`src/sv/div64_pkg.sv`:
```
// Shared types and constants for the 64-bit divider
`timescale 1ns / 1ps
package div64_pkg;
	localparam int unsigned FIELD_W = 64;
	localparam int unsigned FUNC_W  = 2;

	typedef enum logic [FUNC_W-1:0] {
		FUNC_SQUO = 2'd0,
		FUNC_SREM = 2'd1,
		FUNC_UQUO = 2'd2,
		FUNC_UREM = 2'd3
	} div64_func_t;

	// status of the shift-subtract unit
	typedef struct packed {
		logic busy;
		logic last;
	} div64_stat_t;
endpackage

```
`src/sv/div64_unit.sv`:
```
// Restoring shift-subtract unit: one quotient bit per cycle
`timescale 1ns / 1ps
module div64_unit import div64_pkg::*; #(
	parameter int unsigned DATA_WIDTH = 64
) (
	input  logic                  clk,
	input  logic                  arst_n,
	input  logic                  start,
	input  logic [DATA_WIDTH-1:0] num,
	input  logic [DATA_WIDTH-1:0] den,
	output div64_stat_t           stat,
	output logic [DATA_WIDTH-1:0] quo,
	output logic [DATA_WIDTH-1:0] rem
);
	localparam int unsigned CNT_W = $clog2(DATA_WIDTH);

	logic [DATA_WIDTH-1:0] rem_q;
	logic [DATA_WIDTH-1:0] quo_q;   // dividend bits shift out the top, quotient bits in the bottom
	logic [DATA_WIDTH-1:0] den_q;
	logic [CNT_W-1:0]      cnt_q;
	logic                  busy_q;

	logic [DATA_WIDTH:0]   part;
	logic [DATA_WIDTH:0]   diff;
	logic                  ge;
	logic [DATA_WIDTH-1:0] rem_next;

	// partial remainder keeps its carry bit, so a divisor with the top bit set still works
	always_comb begin
		part     = {rem_q, quo_q[DATA_WIDTH-1]};
		diff     = part - {1'b0, den_q};
		ge       = part >= {1'b0, den_q};
		rem_next = ge ? diff[DATA_WIDTH-1:0] : part[DATA_WIDTH-1:0];
	end

	always_ff @(posedge clk or negedge arst_n) begin
		if (!arst_n) begin
			busy_q <= 1'b0;
			cnt_q  <= '0;
		end else if (start) begin
			busy_q <= 1'b1;
			cnt_q  <= CNT_W'(DATA_WIDTH - 1);
		end else if (busy_q) begin
			if (cnt_q == '0) begin
				busy_q <= 1'b0;
			end else begin
				cnt_q <= cnt_q - 1'b1;
			end
		end
	end

	always_ff @(posedge clk) begin
		if (start) begin
			rem_q <= '0;
			quo_q <= num;
			den_q <= den;
		end else if (busy_q) begin
			rem_q <= rem_next;
			quo_q <= {quo_q[DATA_WIDTH-2:0], ge};
		end
	end

	assign stat.busy = busy_q;
	assign stat.last = busy_q && (cnt_q == '0);
	assign quo       = quo_q;
	assign rem       = rem_q;
endmodule

```
`config.mk`:
```
export PLATFORM = sky130hd
export DESIGN_NAME = div64_unit
export DESIGN_NICKNAME = d
export VERILOG_FILES = /design/src/sv/div64_pkg.sv /design/src/sv/div64_unit.sv
export SDC_FILE = /design/constraint.sdc
export NUM_CORES = 1
export LEC_CHECK = 0
export BUFFER_PORTS_ARGS = -buffer_cell sky130_fd_sc_hd__clkbuf_2
export CAP_MARGIN = 0
export CORE_MARGIN = 3
export CORE_UTILIZATION = 60
export CTS_CLUSTER_SIZE = 20
export DETAILED_ROUTE_END_ITERATION = 10
export GPL_ROUTABILITY_DRIVEN = 0
export PLACE_DENSITY = 0.95
export SETUP_SLACK_MARGIN = 0.02
export SLEW_MARGIN = 20
export SYNTH_ARGS = -nofsm -noshare
export SYNTH_HDL_FRONTEND = slang
export SYNTH_SLANG_ARGS = --single-unit
```
`constraint.sdc`:
```
create_clock -name clk -period 7.8 [get_ports clk]
set_clock_uncertainty 0.05 [all_clocks]
set_input_delay 0.78 -clock clk [delete_from_list [all_inputs] [get_ports clk]]
set_output_delay 0.78 -clock clk [all_outputs]
set_load 0.02 [all_outputs]
```
==> summary.txt, run 1 <==
vias: 11500
Pint: 0.00176 W
Worst path most repeated cell: nand3_1
# hold bufs at CTS: 0
overall power: 0.00247 W
Reg2Reg Setup Slack: 3.37 ns
global-route wire length before repair: 56100 microns
crit start category: register
initial drt markers: 1193
layout cells sized above 1: 27.0%
area grow syn2layout: 15.3%
CTS tree: yes
YS warnings: 0
Synth Area per Inst: 9.60 sq um
CTS buffer count: 17
top cell type's share of synthesized area: 30.6%
Die X: 151 microns
die area: 22700 sq um
Lkg Pwr: 6.31 nW
Rel. slew slack: 35.0%
Cell Area, Synth: 12600 sq um
post-CTS setup buffers: 0
final worst slack: 3.37 ns
Arrival @ worst endpoint: 4.69 ns
Antenna Violating Nets Remaining: 0
dominant cell type by area after synthesis: edfxtp_1
I/O pins: 261
Initial Util: 61.5%
Setup crit end kind: register
FF-to-FF path depth: 11
utilization after layout: 71.0%
Worst Hold Class: primary input to async pin
status: completed
combinational share of power: 14.0%
sequential cell area fraction in the yosys report: 42.2%
r2r endpoint: rem[33]
largest family of logic cells by synthesized area: compound AO/OA/AOI/OAI gates
mux share of post-synthesis cell area: 6.40%
initial antenna violation count: 1
fmax: 226 MHz
total gr overflow: 0
Synth Area in Simple Gates: 16.1%
post-synthesis net count: 1507
port buffer count: 260
Worst-Skew Late Latency: 0.45 ns
minimum clock period after layout: 4.43 ns
crit-path max FO: 31
post-synthesis compound-gate area fraction: 20.1%
largest net degree at the start of global routing: 88
Tcrit/Tclk final: 56.8%
vias in the first global route: 10966
root buf cell: clkbuf_16
peak per-stage delay on the critical path: 0.66 ns
Gates resized, CTS repair: 0
WHS: 0.106 ns
cell with the most instances after synthesis: nand2_1
Synth Area in Adders: 6.73%
clock network fraction of design power: 36.4%
Slew @ Worst Pin: 0.975 ns
Residual DRC: 0
Layout Nets: 1716
synth top area cells: edfxtp_1, dfxtp_1, ha_1, mux2_2, nand2_1
sw frac: 28.5%
Setup violations, final: 0
most frequent cells after synthesis: nand2_1, edfxtp_1, nor2_1, a21oi_1, inv_1
Post-synth top flop: edfxtp_1
RSZ-0062 raised after global routing: false
worst setup path start: rem[39]
Pre-antenna DRT Iters: 6
Synth async-reset ratio: 3.52%
crit path to: rem[33]
pre-CTS setup slack: 3.63 ns
clock transition at the registers of the reported paths: 0.08 ns
xor and xnor area share after synthesis: 2.79%
maxcap violations: 0
PwrDens: 170 nW/um^2
Vias/cell: 6.39
critical path type: register to register
synthesized instance count: 1309
Core ar.: 20400 sq um
die height: 151 microns
critical-path cell list: ha_1, nand4_1, nor4_1, nand3_1, o21ai_1, nand2b_1, o31ai_2, nor2_4, buf_4, nand3_1, a311oi_1
DR WL/cell: 19.7 microns
Post-Route WL: 35500 microns
Distinct cells, synth: 76
fin. max-slew vios: 0
gr usage total: 30.9%
post-DP HPWL: 26100 microns
CP max stage cell: nor2_4
Post-synth EDFFs: 128
H-Tree Depth: 4
row cnt: 52
CTS sink cnt: 199
Reg2Reg Launch Point: rem[39]
Final TNS setup: 0 ns
Final Hold Fails: 0
FF+latch count, synth: 199
WP data required: 8.06 ns
P_sw: 0.000703 W
sequential fraction of design power: 49.7%
worst IR drop on VDD: 0.000133 V
Clock Path Buffers: 2
## how the worst min path moves through the flow
| stage | from | end | cells past startpoint |
|---|---|---|---|
| 6_report | arst_n | cnt_q[4] | 1 |
| 5_1_grt | arst_n | cnt_q[4] | 1 |
| 4_1_cts | arst_n | cnt_q[1] | 1 |
| 3_5_place_dp | cnt_q[1] | cnt_q[1] | 1 |
| 3_3_place_gp | rem[43] | rem[43] | 2 |
| 2_1_floorplan | arst_n | busy_q | 0 |
## critical path: cells and delay by family, from the launching register on
kind	cells	cell delay, ns
buffers and inverters	1	0.46
AND/OR/NAND/NOR	6	2.01
flip-flops	1	0.39
AO/OA/AOI/OAI	3	0.82
adder cells (fa/ha/maj)	1	0.54
## flip-flops by register name, indices dropped and copies added, names as in the netlist
name    count
busy_q      1
cnt_q       6
den_q      64
quo        64
rem        64
## layout make-up
type	instances	area, sq um
tap	270	338
timing repair buffer	266	1360
antenna	1	2.50
multi-input combinational	944	6560
fill	1497	5930
clock inverter	14	178
inverter	90	338
clock buffer	17	425
sequential	199	5300
## cell usage in the layout, fill, tap and decap left out, drive strengths merged, types with 23 or more instances in the layout
cell    synthesis  layout
xnor2          23      23
nand3          31      31
nand4          36      36
o21ai          54      54
a21oi          94      94
edfxtp        128     128
a311oi         46      46
a21o           24      24
ha             66      66
mux2           67      67
clkbuf         40     277
dfxtp          64      64
nand2         150     150
inv            89      95
nor2          100     100
## through the flow
stage / instance area [sq um] / cells
3_3_place_gp: 13900 / 1769
3_5_place_dp: 13900 / 1769
2_1_floorplan: 12600 / 1309
4_1_cts: 14500 / 1800
6_report: 14500 / 1801
5_1_grt: 14500 / 1800
## logic make-up after synthesis
group | Yosys count
multiplexers | 72
adder cells (fa/ha/maj) | 67
flip-flops | 199
XOR/XNOR | 40
AO/OA/AOI/OAI | 340
buffers and inverters | 166
AND/OR/NAND/NOR | 425
## layer usage
metal	vias up	global-route usage [%]	routed length [microns]
met4	0	16.1	2000
li1	5248	-	-
met2	794	49.6	16600
met5	-	0	0
met1	5305	38.5	13100
met3	153	7.68	3760
## power groups by stage
stage | logic (W) | clock network (W) | registers, W
final | 0.000344 | 0.000897 | 0.00122
after global routing | 0.000372 | 0.000945 | 0.00123
after CTS | 0.000341 | 0.000906 | 0.00123
after detailed placement | 0.000339 | 0 | 0.00125
after global placement | 0.000328 | 0 | 0.00124
after floorplan | 0.000178 | 0 | 0.00128
No activity file was read; power rests on OpenSTA's default activity.
==> inputs of run 2 (changes only) <==
CORE_UTILIZATION = 56   (was 60)
PLACE_DENSITY = 0.93   (was 0.95)
clock period = 4.1 ns   (was 7.8 ns; I/O delays follow)
==> run 2 against run 1 <==
Fmax rose by 17%. Largest power group unchanged. Die area rose by 6.9%. Largest cell class unchanged. Critical path depth decreased by 1.
==> summary.txt, run 2 (synthesis gave the netlist of run 1 again) <==
largest net degree at the start of global routing: 115 (was 88)
global-route wire length before repair: 57100 microns (was 56100 microns)
Core ar.: 22000 sq um (was 20400 sq um)
root buf cell: clkbuf_16 (unchanged)
row cnt: 54 (was 52)
minimum clock period after layout: 3.77 ns (was 4.43 ns)
grt met2 use: 47.4% (was 49.6%)
Slew @ Worst Pin: 0.764 ns (was 0.975 ns)
total gr overflow: 0 (unchanged)
Rel. slew slack: 48.7% (was 35.0%)
area grow syn2layout: 16.3% (was 15.3%)
fin. max-slew vios: 0 (unchanged)
Worst Hold Class: primary input to register (was primary input to async pin)
post-DP HPWL: 26800 microns (was 26100 microns)
RSZ-0062 raised after global routing: false (unchanged)
CTS sink cnt: 199 (unchanged)
Final Hold Fails: 0 (unchanged)
GRT busiest layer: met2 (unchanged)
vias: 11402 (was 11500)
initial antenna violation count: 1 (unchanged)
status: completed (unchanged)
ant diodes: 0 (was 1)
Layout Nets: 1726 (was 1716)
Initial Util: 57.3% (was 61.5%)
Vias/cell: 6.26 (was 6.39)
Lkg Pwr: 6.37 nW (was 6.31 nW)
gr usage total: 29.1% (was 30.9%)
H-Tree Depth: 4 (unchanged)
met1 usage: 36.6% (was 38.5%)
DR WL/cell: 19.6 microns (was 19.7 microns)
initial drt markers: 1269 (was 1193)
met3 Track Usage GR: 6.63% (was 7.68%)
Worst path most repeated cell: a2111oi_2 (was nand3_1)
port buffer count: 260 (unchanged)
most frequent cells in the layout: clkbuf_2, nand2_1, edfxtp_1 (unchanged)
I/O pins: 261 (unchanged)
crit start category: register (unchanged)
peak per-stage delay on the critical path: 0.62 ns (was 0.66 ns)
Tcrit/Tclk final: 92.0% (was 56.8%)
Clock Path Buffers: 2 (unchanged)
Setup violations, final: 0 (unchanged)
Setup crit end kind: register (unchanged)
maxcap violations: 0 (unchanged)
Residual DRC: 0 (unchanged)
crit-path leading delay family: compound AO/OA/AOI/OAI gates (was simple AND/OR/NAND/NOR gates)
crit-path max FO: 14 (was 31)
Pre-antenna DRT Iters: 6 (unchanged)
WHS: 0.0767 ns (was 0.106 ns)
Post-Route WL: 35700 microns (was 35500 microns)
vias in the first global route: 11062 (was 10966)
# hold bufs at CTS: 1 (was 0)
die height: 156 microns (was 151 microns)
Gates resized, CTS repair: 0 (unchanged)
CP max stage cell: a2111oi_2 (was nor2_4)
CP bufs+invs: 1 (unchanged)
CTS tree: yes (unchanged)
layout cells sized above 1: 27.4% (was 27.0%)
Antenna Violating Nets Remaining: 0 (unchanged)
commonest non-fill, non-tap cell in the layout: clkbuf_2 (unchanged)
worst IR drop on VDD: 0.000283 V (was 0.000133 V)
post-CTS setup buffers: 0 (unchanged)
WP data required: 4.35 ns (was 8.06 ns)
critical-path cell list: ha_1, a21o_1, a211oi_1, o21ai_1, or2_2, a2111oi_2, nor2_4, buf_4, o31ai_1, a2111oi_2 (was ha_1, nand4_1, nor4_1, nand3_1, o21ai_1, nand2b_1, o31ai_2, nor2_4, buf_4, nand3_1, a311oi_1)
Die X: 156 microns (was 151 microns)
Final TNS setup: 0 ns (unchanged)
die area: 24300 sq um (was 22700 sq um)
fmax: 265 MHz (was 226 MHz)
clock transition at the registers of the reported paths: 0.09 ns (was 0.08 ns)
CTS buffer count: 17 (unchanged)
PwrDens: 323 nW/um^2 (was 170 nW/um^2)
Worst-Skew Late Latency: 0.45 ns (about the same)
Arrival @ worst endpoint: 4.03 ns (was 4.69 ns)
fillers: 1649 (was 1497)
critical path type: register to register (unchanged)
-- run 2: cell types whose count changed in the layout (fill, tap and decap cells not counted) --
| cell | delta |
|---|---|
| clkbuf_1 | +1 |
| inv_8 | +2 |
| buf_4 | +7 |
| clkinv_8 | -3 |
| inv_12 | +3 |
| clkinv_4 | -2 |
| dlygate4sd3_1 | +1 |
| diode_2 | -1 |
| buf_12 | +2 |
-- run 2: worst reg2reg max path, cell delays in order (launching register included) --
cell and delay (ns):
dfxtp_1 0.46, ha_1 0.36, a21o_1 0.19, a211oi_1 0.51, o21ai_1 0.27, or2_2 0.38, a2111oi_2 0.62, nor2_4 0.21
buf_4 0.26, o31ai_1 0.25, a2111oi_2 0.09
-- run 2: cell type report --
class | count | area, sq um | share of cell area [%]
Clock inverter | 14 | 183 | 1.25
Tap cell | 280 | 350 | 2.40
Multi-Input combinational cell | 944 | 6560 | 44.8
Timing Repair Buffer | 276 | 1460 | 9.97
Clock buffer | 18 | 429 | 2.94
Sequential cell | 199 | 5300 | 36.3
Inverter | 90 | 338 | 2.31
-- run 2: path summary, 6_finish.rpt --
check                      startpoint       end  slack (ns)  cells past startpoint
setup / recovery              rem[61]   rem[55]        0.33                     10
hold / removal                 den[6]  den_q[6]        0.08                      1
setup reg to reg              rem[61]   rem[55]        0.33                     10
hold reg to reg              cnt_q[1]  cnt_q[1]        0.47                      1
max in group asynchronous      arst_n    busy_q        3.54                      2
min in group asynchronous      arst_n  cnt_q[3]        0.27                      2
-- run 2: through the flow --
step                      utilization, %  cells  total power [W]  cell area (sq um)  setup WS, ns
after floorplan                        -   1309          0.00278              12600         0.789
after global placement              63.7   1788          0.00300              14000         0.529
after detailed placement            63.7   1788          0.00302              14000         0.459
after CTS                           66.6   1821          0.00476              14600         0.431
after global routing                66.6   1821          0.00491              14600         0.177
final                               66.6   1821          0.00473              14600         0.328
-- run 2: layer usage --
layer	part of all wire, %	routed length [microns]	vias to the layer above
met5	0.025	9	-
met4	5.3	1900	2
met3	10	3650	133
met2	46	16600	739
met1	38	13500	5239
li1	-	-	5289
-- run 2: where the power goes --
| group | switching (W) | internal, W |
|---|---|---|
| Sequential | 0.0000607 | 0.00227 |
| Clock | 0.000893 | 0.000846 |
| Combinational | 0.000396 | 0.000263 |
